## src/rtl/trf_pkg.sv

```systemverilog
// ---------------------------------------------------------------------------
// Rail fence transposer package
// Shared constants, controller state type and the command and status words
// that pass between the controller and the datapath.
// ---------------------------------------------------------------------------
`default_nettype none

package trf_pkg;

    localparam int MAX_LEN_DEF   = 64;
    localparam int MAX_RAILS_DEF = 16;

    localparam int DEPTH_W   = 5;
    localparam int SYMBOL_W  = 8;
    localparam int PDATA_W   = 32;
    localparam int PADDR_W   = 3;

    localparam logic [DEPTH_W-1:0] RAIL_DEPTH_RST = 5'd2;

    // register index, taken from paddr[2]
    localparam logic REG_RAIL_DEPTH = 1'b0;

    localparam logic ACTION_ENCRYPT = 1'b0;
    localparam logic ACTION_DECRYPT = 1'b1;

    typedef enum logic [2:0] {
        ST_LOAD,
        ST_PERM,
        ST_DRAIN,
        ST_READ,
        ST_SHOW
    } trf_state_t;

    typedef struct packed {
        logic load;
        logic perm_start;
        logic perm_step;
        logic rd_issue;
        logic out_next;
    } trf_cmd_t;

    typedef struct packed {
        logic perm_last;
        logic out_last;
    } trf_status_t;

endpackage

`default_nettype wire

```

## src/rtl/trf_if.sv

```systemverilog
// ---------------------------------------------------------------------------
// Rail fence transposer channels
// Valid/ready channels for message words in and permuted words out.
// ---------------------------------------------------------------------------
`default_nettype none

interface trf_in_if;
    logic       valid;
    logic       ready;
    logic       action;
    logic [7:0] symbol;
    logic       last_in;

    modport source (output valid, output action, output symbol, output last_in,
                    input ready);
    modport sink   (input valid, input action, input symbol, input last_in,
                    output ready);
endinterface

interface trf_out_if;
    logic       valid;
    logic       ready;
    logic [7:0] out_symbol;
    logic       last_out;
    logic       truncated;

    modport source (output valid, output out_symbol, output last_out,
                    output truncated, input ready);
    modport sink   (input valid, input out_symbol, input last_out,
                    input truncated, output ready);
endinterface

`default_nettype wire

```

## src/rtl/rail_fence_transposer_unit.sv

```systemverilog
// ---------------------------------------------------------------------------
// Rail fence transposer
// Buffers a byte message and emits it permuted by the zigzag rail pattern.
// ---------------------------------------------------------------------------
// Each accepted word is written to the message store. When the word marked
// last arrives, the block walks the zigzag order once, one byte per cycle,
// moving the message into a permuted copy, then emits the words one at a
// time: a read of the permuted copy into the output register, then a
// hand-off once the sink is ready; the next read waits for that hand-off.
// No new word is accepted until the last result is taken.
// Bytes beyond MAX_LEN are dropped and flagged on every result. rail_depth
// at byte address 0 selects the rail count; 0 and 1 both pass the message
// through unchanged, values above MAX_RAILS act as MAX_RAILS.
// ---------------------------------------------------------------------------
`default_nettype none

module rail_fence_transposer_unit
    import trf_pkg::*;
#(
    parameter int MAX_LEN   = MAX_LEN_DEF,
    parameter int MAX_RAILS = MAX_RAILS_DEF
)
(
    input  wire logic               clk,
    input  wire logic               rst_n,
    trf_in_if.sink                  msg,
    trf_out_if.source               result,
    input  wire logic               psel,
    input  wire logic               penable,
    input  wire logic               pwrite,
    input  wire logic [PADDR_W-1:0] paddr,
    input  wire logic [PDATA_W-1:0] pwdata,
    output logic [PDATA_W-1:0]      prdata,
    output logic                    pready
);

    logic [DEPTH_W-1:0] rail_depth_reg;
    logic               reg_sel;
    trf_cmd_t           cmd;
    trf_status_t        status;

    assign pready  = 1'b1;
    assign reg_sel = (paddr[2] == REG_RAIL_DEPTH);

    always_ff @(posedge clk or negedge rst_n)
    begin
        if (!rst_n)
        begin
            rail_depth_reg <= RAIL_DEPTH_RST;
        end
        else if (psel && penable && pwrite && reg_sel)
        begin
            rail_depth_reg <= pwdata[DEPTH_W-1:0];
        end
    end

    assign prdata = reg_sel ? PDATA_W'(rail_depth_reg) : '0;

    trf_ctrl u_ctrl (
        .clk       (clk),
        .rst_n     (rst_n),
        .in_valid  (msg.valid),
        .in_last   (msg.last_in),
        .in_ready  (msg.ready),
        .out_valid (result.valid),
        .out_ready (result.ready),
        .status    (status),
        .cmd       (cmd)
    );

    trf_datapath #(
        .MAX_LEN   (MAX_LEN),
        .MAX_RAILS (MAX_RAILS)
    ) u_datapath (
        .clk        (clk),
        .rst_n      (rst_n),
        .cmd        (cmd),
        .rail_depth (rail_depth_reg),
        .action     (msg.action),
        .symbol     (msg.symbol),
        .out_symbol (result.out_symbol),
        .last_out   (result.last_out),
        .truncated  (result.truncated),
        .status     (status)
    );

endmodule

`default_nettype wire

```

## src/rtl/trf_ctrl.sv

```systemverilog
// ---------------------------------------------------------------------------
// Rail fence transposer controller
// Sequences message load, the permutation pass and word-by-word emission.
// ---------------------------------------------------------------------------
`default_nettype none

module trf_ctrl
    import trf_pkg::*;
(
    input  wire logic        clk,
    input  wire logic        rst_n,
    input  wire logic        in_valid,
    input  wire logic        in_last,
    output logic             in_ready,
    output logic             out_valid,
    input  wire logic        out_ready,
    input  wire trf_status_t status,
    output trf_cmd_t         cmd
);

    trf_state_t state_reg;
    trf_state_t state_next;

    always_ff @(posedge clk or negedge rst_n)
    begin
        if (!rst_n)
        begin
            state_reg <= ST_LOAD;
        end
        else
        begin
            state_reg <= state_next;
        end
    end

    always_comb
    begin
        state_next = state_reg;
        cmd        = '0;
        in_ready   = 1'b0;
        out_valid  = 1'b0;
        unique case (state_reg)
            ST_LOAD:
            begin
                in_ready = 1'b1;
                if (in_valid)
                begin
                    cmd.load = 1'b1;
                    if (in_last)
                    begin
                        cmd.perm_start = 1'b1;
                        state_next     = ST_PERM;
                    end
                end
            end
            ST_PERM:
            begin
                cmd.perm_step = 1'b1;
                if (status.perm_last)
                begin
                    state_next = ST_DRAIN;
                end
            end
            ST_DRAIN:
            begin
                state_next = ST_READ;
            end
            ST_READ:
            begin
                cmd.rd_issue = 1'b1;
                state_next   = ST_SHOW;
            end
            ST_SHOW:
            begin
                out_valid = 1'b1;
                if (out_ready)
                begin
                    cmd.out_next = 1'b1;
                    state_next   = status.out_last ? ST_LOAD : ST_READ;
                end
            end
            default:
            begin
                state_next = ST_LOAD;
            end
        endcase
    end

endmodule

`default_nettype wire

```

## src/rtl/trf_datapath.sv

```systemverilog
// ---------------------------------------------------------------------------
// Rail fence transposer datapath
// Message store, zigzag order generator, permuted copy and output register.
// ---------------------------------------------------------------------------
`default_nettype none

module trf_datapath
    import trf_pkg::*;
#(
    parameter int MAX_LEN   = MAX_LEN_DEF,
    parameter int MAX_RAILS = MAX_RAILS_DEF
)
(
    input  wire logic                clk,
    input  wire logic                rst_n,
    input  wire trf_cmd_t            cmd,
    input  wire logic [DEPTH_W-1:0]  rail_depth,
    input  wire logic                action,
    input  wire logic [SYMBOL_W-1:0] symbol,
    output logic [SYMBOL_W-1:0]      out_symbol,
    output logic                     last_out,
    output logic                     truncated,
    output trf_status_t              status
);

    localparam int AW = (MAX_LEN > 1) ? $clog2(MAX_LEN) : 1;
    localparam int LW = $clog2(MAX_LEN + 1);
    localparam int RW = $clog2(MAX_RAILS + 1);
    localparam int PW = $clog2(MAX_LEN + 2 * MAX_RAILS + 1);

    logic [SYMBOL_W-1:0] store_mem [MAX_LEN];
    logic [SYMBOL_W-1:0] perm_mem  [MAX_LEN];

    logic [LW-1:0]       len_reg;
    logic                ovf_reg;
    logic                action_reg;
    logic [LW-1:0]       k_reg;
    logic [LW-1:0]       p_reg;
    logic [RW-1:0]       rail_reg;
    logic [PW-1:0]       pos_reg;
    logic                phase_reg;
    logic                wr_valid_reg;
    logic [AW-1:0]       wr_addr_reg;
    logic [SYMBOL_W-1:0] store_rdata_reg;
    logic [SYMBOL_W-1:0] perm_rdata_reg;

    logic [RW-1:0]       depth;
    logic [PW-1:0]       step_a;
    logic [PW-1:0]       step_b;
    logic [PW-1:0]       step_sel;
    logic [PW-1:0]       step_alt;
    logic [PW-1:0]       step;
    logic [PW-1:0]       pos_sum;
    logic                rail_end;
    logic [AW-1:0]       rd_src;
    logic [AW-1:0]       wr_dst;

    // clamp depth to 1..MAX_RAILS
    always_comb
    begin
        if (rail_depth == '0)
        begin
            depth = RW'(1);
        end
        else if (32'(rail_depth) > 32'(MAX_RAILS))
        begin
            depth = RW'(MAX_RAILS);
        end
        else
        begin
            depth = RW'(rail_depth);
        end
    end

    // zigzag walk: steps alternate 2*(depth-1-rail) and 2*rail
    always_comb
    begin
        step_a   = PW'(depth - rail_reg - RW'(1)) << 1;
        step_b   = PW'(rail_reg) << 1;
        step_sel = phase_reg ? step_b : step_a;
        step_alt = phase_reg ? step_a : step_b;
        if (step_sel != '0)
        begin
            step = step_sel;
        end
        else if (step_alt != '0)
        begin
            step = step_alt;
        end
        else
        begin
            step = PW'(1);
        end
        pos_sum  = pos_reg + step;
        rail_end = (pos_sum >= PW'(len_reg));
    end

    always_comb
    begin
        if (action_reg == ACTION_ENCRYPT)
        begin
            rd_src = pos_reg[AW-1:0];
            wr_dst = k_reg[AW-1:0];
        end
        else
        begin
            rd_src = k_reg[AW-1:0];
            wr_dst = pos_reg[AW-1:0];
        end
    end

    assign status.perm_last = ((k_reg + LW'(1)) == len_reg);
    assign status.out_last  = ((p_reg + LW'(1)) == len_reg);

    assign out_symbol = perm_rdata_reg;
    assign last_out   = status.out_last;
    assign truncated  = ovf_reg;

    always_ff @(posedge clk or negedge rst_n)
    begin
        if (!rst_n)
        begin
            len_reg      <= '0;
            ovf_reg      <= 1'b0;
            action_reg   <= ACTION_ENCRYPT;
            k_reg        <= '0;
            p_reg        <= '0;
            rail_reg     <= '0;
            pos_reg      <= '0;
            phase_reg    <= 1'b0;
            wr_valid_reg <= 1'b0;
        end
        else
        begin
            wr_valid_reg <= cmd.perm_step;
            if (cmd.load)
            begin
                if (len_reg < LW'(MAX_LEN))
                begin
                    len_reg <= len_reg + LW'(1);
                end
                else
                begin
                    ovf_reg <= 1'b1;
                end
            end
            if (cmd.perm_start)
            begin
                action_reg <= action;
                k_reg      <= '0;
                p_reg      <= '0;
                rail_reg   <= '0;
                pos_reg    <= '0;
                phase_reg  <= 1'b0;
            end
            if (cmd.perm_step)
            begin
                k_reg <= k_reg + LW'(1);
                if (rail_end)
                begin
                    rail_reg  <= rail_reg + RW'(1);
                    pos_reg   <= PW'(rail_reg) + PW'(1);
                    phase_reg <= 1'b0;
                end
                else
                begin
                    pos_reg   <= pos_sum;
                    phase_reg <= ~phase_reg;
                end
            end
            if (cmd.out_next)
            begin
                p_reg <= p_reg + LW'(1);
                if (status.out_last)
                begin
                    len_reg <= '0;
                    ovf_reg <= 1'b0;
                end
            end
        end
    end

    always_ff @(posedge clk)
    begin
        if (cmd.perm_step)
        begin
            wr_addr_reg <= wr_dst;
        end
    end

    always_ff @(posedge clk)
    begin
        if (cmd.load && (len_reg < LW'(MAX_LEN)))
        begin
            store_mem[len_reg[AW-1:0]] <= symbol;
        end
        if (cmd.perm_step)
        begin
            store_rdata_reg <= store_mem[rd_src];
        end
    end

    always_ff @(posedge clk)
    begin
        if (wr_valid_reg)
        begin
            perm_mem[wr_addr_reg] <= store_rdata_reg;
        end
        if (cmd.rd_issue)
        begin
            perm_rdata_reg <= perm_mem[p_reg[AW-1:0]];
        end
    end

endmodule

`default_nettype wire

```

## src/flat_wrapper.sv

```systemverilog
// flat-port wrapper written by rule: the top's interface ports become plain ports
module rail_fence_transposer_unit_flat import trf_pkg::*;
#(
    parameter int MAX_LEN   = MAX_LEN_DEF,
    parameter int MAX_RAILS = MAX_RAILS_DEF
)
  (clk, rst_n, psel, penable, pwrite, paddr, pwdata, prdata, pready, msg_valid, msg_action, msg_symbol, msg_last_in, msg_ready, result_valid, result_out_symbol, result_last_out, result_truncated, result_ready);
  trf_in_if msg_i ();
  trf_out_if result_i ();
  input  wire logic clk;
  input  wire logic rst_n;
  input  wire logic psel;
  input  wire logic penable;
  input  wire logic pwrite;
  input  wire logic [PADDR_W-1:0] paddr;
  input  wire logic [PDATA_W-1:0] pwdata;
  output logic [PDATA_W-1:0] prdata;
  output logic pready;
  input wire logic [$bits(msg_i.valid)-1:0] msg_valid;
  input wire logic [$bits(msg_i.action)-1:0] msg_action;
  input wire logic [$bits(msg_i.symbol)-1:0] msg_symbol;
  input wire logic [$bits(msg_i.last_in)-1:0] msg_last_in;
  output wire logic [$bits(msg_i.ready)-1:0] msg_ready;
  output wire logic [$bits(result_i.valid)-1:0] result_valid;
  output wire logic [$bits(result_i.out_symbol)-1:0] result_out_symbol;
  output wire logic [$bits(result_i.last_out)-1:0] result_last_out;
  output wire logic [$bits(result_i.truncated)-1:0] result_truncated;
  input wire logic [$bits(result_i.ready)-1:0] result_ready;
  assign msg_i.valid = msg_valid;
  assign msg_i.action = msg_action;
  assign msg_i.symbol = msg_symbol;
  assign msg_i.last_in = msg_last_in;
  assign msg_ready = msg_i.ready;
  assign result_valid = result_i.valid;
  assign result_out_symbol = result_i.out_symbol;
  assign result_last_out = result_i.last_out;
  assign result_truncated = result_i.truncated;
  assign result_i.ready = result_ready;
  rail_fence_transposer_unit #(.MAX_LEN(MAX_LEN), .MAX_RAILS(MAX_RAILS)) u_core (.clk(clk), .rst_n(rst_n), .msg(msg_i), .result(result_i), .psel(psel), .penable(penable), .pwrite(pwrite), .paddr(paddr), .pwdata(pwdata), .prdata(prdata), .pready(pready));
endmodule
```

## config.mk

```make
export PLATFORM = sky130hd
export DESIGN_NAME = rail_fence_transposer_unit_flat
export DESIGN_NICKNAME = d
export VERILOG_FILES = /design/src/rtl/trf_pkg.sv /design/src/rtl/trf_if.sv /design/src/rtl/rail_fence_transposer_unit.sv /design/src/rtl/trf_ctrl.sv /design/src/rtl/trf_datapath.sv /design/src/flat_wrapper.sv
export SDC_FILE = /design/constraint.sdc
export NUM_CORES = 1
export LEC_CHECK = 0
export ABC_AREA = 0
export BUFFER_PORTS_ARGS = -buffer_cell sky130_fd_sc_hd__buf_2
export CORE_MARGIN = 2
export CORE_UTILIZATION = 62
export CTS_BUF_LIST = sky130_fd_sc_hd__clkbuf_8 sky130_fd_sc_hd__clkbuf_16
export DETAILED_ROUTE_END_ITERATION = 10
export GPL_ROUTABILITY_DRIVEN = 1
export MAX_ROUTING_LAYER = met4
export PLACE_DENSITY = 0.8
export SYNTH_ARGS = -nofsm -noshare
export SYNTH_HDL_FRONTEND = slang
export SYNTH_SLANG_ARGS = --single-unit
```

## constraint.sdc

```tcl
create_clock -name clk -period 5.3 [get_ports clk]
set_clock_uncertainty 0.05 [all_clocks]
set_input_delay 0.265 -clock clk [delete_from_list [all_inputs] [get_ports clk]]
set_output_delay 0.265 -clock clk [all_outputs]
set_load 0.01 [all_outputs]
```

==> metrics.md, run 1 <==
| Metric | Value |
|---|---|
| Status | `finished clean` |
| CTS buffer count | `105` |
| DIE HEIGHT | `between 200 and 300 um` |
| Area contributors post-synth | `edfxtp_1, mux4_2, a21oi_1` |
| Post-synth ARST share | `0.0412` |
| First-pass GRT wire length | `180000 um` |
| Skew-Pair Late Insertion Delay | `0.68 ns` |
| Final Hold Vio Count | `0` |
| Mapped Cells | `3380` |
| Chip Width | `280 um` |
| Area after detailed placement | `0.0481 mm^2` |
| GPL Wtd Cong | `around 0.97` |
| HP Class | `in -> reg` |
| Layout cell share with drive strength beyond 1 | `0.114` |
| Register bit count reported by yosys | `between 1000 and 1500` |
| Maximum number of pins on one net before global-route repair | `roughly 130` |
| Number of global-route vias before repair | `29900` |
| Register area share after synthesis | `0.689` |
| Post-synth EDFFs | `1046` |
| Worst-Margin Slew | `approximately 1.3 ns` |
| Clk root buf | `clkbuf_16` |
| # setup viols final | `0` |
| Initial antenna violation count | `1` |
| Crit-path max FO | `4` |
| Nets@finish | `3459` |
| Synth warn | `0` |
| Yosys top cell by area | `edfxtp_1` |
| Max Used Layer | `met4` |
| Antenna viol nets, final | `0` |
| Post-DR wirelength/cell | `around 27 um` |
| HPWL after DPL | `70300 um` |
| Synth Cell Area | `between 0.04 and 0.05 mm^2` |
| Wire length on met2 | `58400 um` |
| Clock slew at reported path FFs | `about 0.060 ns` |
| Via count | `just over 30000` |
| Via-per-instance ratio | `6.88` |
| Layout area overhead | `9.30%` |
| Pwr per Cell Area | `538 mW/mm^2` |
| Initial Util | `0.624` |
| Detailed Route Iter0 Violations | `4163` |
| Setup TNS | `0 ns` |
| Pleak | `between 15 and 20 nW` |
| H-tree Lvls | `3` |
| Syn Area/Cell | `14.0 um^2` |
| IO Count | `97` |
| Max Root-Sink Buffers | `3` |
| Die area | `0.0784 mm^2` |
| Cell variety after synth | `66` |
| Final Critical Period | `5.00 ns` |
| Wire length on met3 | `12600 um` |
| Total power | `around 28 mW` |
| Relative max-transition margin | `0.101` |
| Post-route cell area | `between 0.05 and 0.06 mm^2` |
| Worst setup SP type | `flop` |
| Total wire length | `between 100000 and 150000 um` |
| Initial DRT Pass Iterations | `6` |
| Core Area | `0.0757 mm^2` |
| Pins Over Slew Limit | `0` |
| Synth Flop Type | `edfxtp_1` |
| Worst Path Arrival | `5.49 ns` |
| CP Class | `reg -> reg` |
| CTS Sinks | `1091` |
| CP Capture Type | `flop` |
| Fmax | `200 MHz` |
| Number of remaining DRC errors | `0` |
| Site Rows | `101` |
| TritonCTS clock tree | `yes` |
| Peak supply drop | `436 uV` |
| Wire length on met1 | `43000 um` |
| GRT Util Overall | `0.314` |
| Worst EP required | `5.79 ns` |
| Port buffer count | `39` |
| Maxcap violations | `0` |
| Share of the synthesized area in the top cell type | `0.665` |
| Tcrit/Tclk final | `0.943` |
| GR Overflow Total | `0` |
## cells in the final DEF (no fill, tap or decap), types with 12 or more instances in the layout
cell       synthesis  final
mux4_2            96     96
inv_1             21     41
ha_1              23     23
a21oi_1          430    428
nor2b_1           20     16
o22ai_1          134    134
a31oi_1           13     13
clkbuf_16          0    108
conb_1             2     28
nand3_1           35     35
a22oi_1          154    154
o221ai_1          32     32
clkinv_1           2     25
buf_2             66     39
and3_1            19     19
xnor2_1           27     27
nor2_1           337    335
clkinv_2           0     24
o31ai_1           17     17
dfrtp_1           44     40
edfxtp_1        1046   1046
nand4_1           19     19
nand2b_1         251    249
nand2_1           59     57
mux2_2            12     12
o21ai_0          117    114
or4_1             16     16
buf_4             36     51
nor3_1            67     66
mux2i_1           67     67
## area by class of cell
| cell class | instances | area (um^2) |
|---|---|---|
| antenna | 4 | 10.0 |
| clock buffer | 110 | 2730 |
| clock inverter | 82 | 543 |
| fill | 4928 | 24100 |
| inverter | 25 | 98.8 |
| multi-input combinational | 2055 | 13700 |
| sequential | 1091 | 32500 |
| tap | 978 | 1220 |
| timing repair buffer | 104 | 758 |
## cells by family (layout without fill, tap and decap cells)
family / Yosys count / after routing / synth area share
AO/OA/AOI/OAI: 940 / 940 / 0.118
XOR/XNOR: 38 / 38 / 0.00705
adder cells (fa/ha/maj): 25 / 25 / 0.00694
buffers and inverters: 260 / 321 / 0.0253
flip-flops: 1091 / 1091 / 0.689
multiplexers: 175 / 175 / 0.0629
other: 2 / 32 / 0.000159
AND/OR/NAND/NOR: 849 / 849 / 0.0900
## metrics by stage
stage	setup slack [ns]	std cells	utilization	hold WS, ns
floorplan	0.622	3406	-	-0.0806
global route	-0.00959	4446	0.682	0.156
global placement	0.0357	4242	0.636	0.358
finish	0.304	4449	0.682	0.126
detailed placement	-0.0686	4242	0.636	0.369
CTS	0.0222	4444	0.681	0.103
## worst paths after layout
path,startpoint,to,slack [ns],cells past startpoint
worst max-delay path,u_core.rail_depth_reg[1]$_DFFE_PN1P_,u_core.u_datapath.pos_reg[1]$_DFFE_PN0P_,0.30,26
worst min-delay path,pwrite,u_core.rail_depth_reg[1]$_DFFE_PN1P_,0.13,3
worst max register to register,u_core.rail_depth_reg[1]$_DFFE_PN1P_,u_core.u_datapath.pos_reg[1]$_DFFE_PN0P_,0.30,26
worst min register to register,u_core.u_datapath.pos_reg[6]$_DFFE_PN0P_,u_core.u_datapath.pos_reg[6]$_DFFE_PN0P_,0.47,1
max in group asynchronous,rst_n,u_core.u_datapath.p_reg[0]$_DFFE_PN0P_,4.49,3
min in group asynchronous,rst_n,u_core.u_datapath.pos_reg[4]$_DFFE_PN0P_,0.19,3
## worst max-delay path, cell delays in order, from the launching register on
cell	delay, ns
dfstp_2	0.54
nor3_1	0.04
nor2_1	0.08
nor2_1	0.05
ha_1	0.23
fa_1	0.44
a21oi_1	0.20
nor2b_2	0.10
nor3_2	0.19
a21oi_1	0.07
o22ai_1	0.16
a21oi_2	0.11
buf_4	0.15
o21ai_0	0.16
ha_1	0.29
nand3_1	0.09
nand2_1	0.08
a21o_1	0.20
a21oi_2	0.17
xnor2_1	0.15
xnor2_1	0.12
ha_1	0.21
a211oi_1	0.22
o21ai_2	0.12
buf_4	0.16
and3_1	0.17
a311o_1	0.31
## repair_timing
| action | CTS | global route |
|---|---|---|
| resized for setup | 1 | 18 |
| hold buffers | 10 | 0 |
| setup buffers | 0 | 1 |
| pin swaps | 0 | 1 |
| endpoints found under the setup margin | 2 | 13 |
| endpoints found under the hold margin | 55 | 0 |
## cells in the mapped netlist (59+ instances only)
master / instances
a21oi_1: 430
a22oi_1: 154
buf_2: 66
clkbuf_1: 121
edfxtp_1: 1046
mux2i_1: 67
mux4_2: 96
nand2_1: 59
nand2b_1: 251
nor2_1: 337
nor3_1: 67
o21ai_0: 117
o22ai_1: 134
## layer usage
| layer | vias to the layer above | GRT usage |
|---|---|---|
| li1 | 13100 | - |
| met1 | 15100 | 0.401 |
| met2 | 2094 | 0.499 |
| met3 | 369 | 0.0548 |
| met4 | 0 | 0.140 |
| met5 | - | - |
## power breakdown
part	switching (mW)	internal (mW)
clock	3.16	4.00
combinational	6.39	3.25
sequential	0.387	10.5
total	9.94	17.8
No activity file was read; power rests on OpenSTA's default activity.
==> run 2, diff against run 1 <==
- CORE_MARGIN: 2 -> 8
==> metrics.md, run 2 (synthesis gave the netlist of run 1 again) <==
| Metric | Value |
|---|---|
| GPL Wtd Cong | `0.916 (-5.7%)` |
| Post-route setup slack | `0.282 ns (-0.0222 ns)` |
| Tcrit/Tclk final | `0.947 (+0.00419)` |
| Initial Util | `0.624 (unchanged)` |
| TritonCTS clock tree | `yes` |
| Via-per-instance ratio | `6.84 (-0.60%)` |
| Pleak | `16.5 nW (+0.47%)` |
| Fmax | `199 MHz (-0.44%)` |
| Worst setup SP type | `flop` |
| CP Class | `reg -> reg` |
| Final Hold Vio Count | `0 (unchanged)` |
| Pwr per Cell Area | `543 mW/mm^2 (+0.99%)` |
| Setup Slack @ Placement | `0.0308 ns (+0.0994 ns)` |
| Number of remaining DRC errors | `0 (unchanged)` |
| GR Overflow Total | `0 (unchanged)` |
| Worst EP required | `5.79 ns (about the same)` |
| Placed cells | `4239 (-0.071%)` |
| Final instance count without filler cells | `4449 (unchanged)` |
| Crit-path max FO | `6 (+2)` |
| IO Count | `97 (unchanged)` |
| Initial antenna violation count | `2 (+1)` |
| Skew-Pair Late Insertion Delay | `0.68 ns (about the same)` |
| Site Rows | `101 (unchanged)` |
| CTS Sinks | `1091 (unchanged)` |
| Clk root buf | `clkbuf_16` |
| Total wire length | `120000 um (about the same)` |
| Hold Slack | `0.104 ns (-0.0223 ns)` |
| Pins Over Slew Limit | `0 (unchanged)` |
| Antenna viol nets, final | `0 (unchanged)` |
| Maximum number of pins on one net before global-route repair | `119 (-4.8%)` |
| Maxcap violations | `0 (unchanged)` |
| Commonest non-fill, non-tap cell in the layout | `edfxtp_1` |
| CTS buffer count | `106 (+0.95%)` |
| Max Root-Sink Buffers | `3 (unchanged)` |
| Layout area overhead | `9.66%` |
| Detailed Route Iter0 Violations | `4141 (-0.53%)` |
| Worst-Margin Slew | `1.34 ns (+0.00404 ns)` |
| Relative max-transition margin | `0.102 (+0.000866)` |
| Peak supply drop | `499 uV (+15%)` |
| Die area | `0.0852 mm^2 (+8.8%)` |
| Most frequent cells in the layout | `edfxtp_1, a21oi_1, nor2_1, nand2b_1, a22oi_1` |
| Core Area | `0.0757 mm^2 (unchanged)` |
| Via count | `30400 (-0.60%)` |
| Chip Width | `292 um (+4.3%)` |
| Clock slew at reported path FFs | `0.06 ns (about the same)` |
| DIE HEIGHT | `292 um (+4.3%)` |
| Layout cell share with drive strength beyond 1 | `0.114 (about the same)` |
| Worst Path Arrival | `5.51 ns (+0.02 ns)` |
| Number of global-route vias before repair | `30100 (+0.82%)` |
| CP Capture Type | `flop` |
| HPWL after DPL | `70200 um (-0.12%)` |
| # fillers | `4870 (-1.2%)` |
| Initial DRT Pass Iterations | `8 (+2)` |
| HP Class | `in -> reg` |
| Status | `finished clean` |
| First-pass GRT wire length | `181000 um (+0.56%)` |
| Finished Core Util | `0.684 (+0.00220)` |
| # setup viols final | `0 (unchanged)` |
| Final Critical Period | `5.02 ns (+0.0222 ns)` |
| GRT Util Overall | `0.282 (-0.0322)` |
| Port buffer count | `39 (unchanged)` |
| H-tree Lvls | `3 (unchanged)` |
| Nets@finish | `3457 (-0.058%)` |
| Post-DR wirelength/cell | `26.9 um (about the same)` |
## run 2: layout make-up
| class | count | area [um^2] | share of cell area |
|---|---|---|---|
| diodes | 2 | 5.00 | 0.0000967 |
| clock buffers | 110 | 2740 | 0.0530 |
| clock inverters | 87 | 754 | 0.0146 |
| inverters | 25 | 98.8 | 0.00191 |
| multi-input cells | 2055 | 13700 | 0.264 |
| flip-flops and latches | 1091 | 32500 | 0.629 |
| well taps | 978 | 1220 | 0.0236 |
| repair buffers | 101 | 733 | 0.0142 |
## run 2: routing by layer
layer | part of all wire | wire length, um | vias up | GRT usage
li1 | - | - | 13100 | -
met5 | 0 | 0 | - | -
met4 | 0.045 | 5340 | 0 | 0.118
met2 | 0.49 | 58600 | 1993 | 0.451
met3 | 0.099 | 11900 | 387 | 0.0577
met1 | 0.37 | 43900 | 15000 | 0.353
## run 2: worst paths after layout
| check | from | to | slack [ns] | cells past startpoint |
|---|---|---|---|---|
| worst min-delay path | msg_last_in | u_core.u_ctrl.state_reg[0]$_DFFE_PN0P_ | 0.10 | 4 |
| min in group asynchronous | rst_n | u_core.u_datapath.rail_reg[1]$_DFF_PN0_ | 0.18 | 3 |
| worst max register to register | u_core.rail_depth_reg[1]$_DFFE_PN1P_ | u_core.u_datapath.pos_reg[4]$_DFFE_PN0P_ | 0.28 | 25 |
| worst min register to register | u_core.u_datapath.k_reg[6]$_DFFE_PN0P_ | u_core.u_datapath.k_reg[6]$_DFFE_PN0P_ | 0.46 | 1 |
| max in group asynchronous | rst_n | u_core.u_datapath.p_reg[0]$_DFFE_PN0P_ | 4.52 | 3 |
| worst max-delay path | u_core.rail_depth_reg[1]$_DFFE_PN1P_ | u_core.u_datapath.pos_reg[4]$_DFFE_PN0P_ | 0.28 | 25 |
## run 2: what timing repair did
action	4_1_cts	5_1_grt
resized for setup	0	15
buffers inserted	0	2
setup endpoints to repair	0	13
hold endpoints to repair	54	0
hold buffers	9	0
## run 2: report_power, final
group | total (mW) | internal (mW) | switching, mW
registers | 10.9 | 10.6 | 0.392
clock network | 7.58 | 4.37 | 3.21
logic | 9.58 | 3.21 | 6.37
total | 28.1 | 18.1 | 9.97
## run 2: per-stage QoR
step	area, um^2	setup TNS (ns)	total power, mW
global route	51800	-0.0801	29.2
floorplan	47300	0	17.4
CTS	51700	0	27.8
detailed placement	48100	0	20.2
global placement	48100	0	19.8
finish	51800	0	28.1
## run 2: critical path: stages (launching register included)
cell and delay, ns:
dfstp_2 0.54, nor3_1 0.05, nor2_1 0.10, nor2_1 0.05, ha_1 0.23, fa_2 0.39
a21oi_2 0.16, nor2b_2 0.08, a21oi_1 0.18, o22ai_1 0.13, a21oi_2 0.25, o21ai_1 0.14
fa_1 0.42, nand3_1 0.10, nand2_1 0.08, a21o_1 0.18, a21oi_1 0.16, xnor2_1 0.09
xnor2_1 0.25, ha_2 0.28, a211oi_1 0.06, o21ai_1 0.15, o21ai_2 0.16, buf_4 0.17
and3_1 0.17, a311o_1 0.26
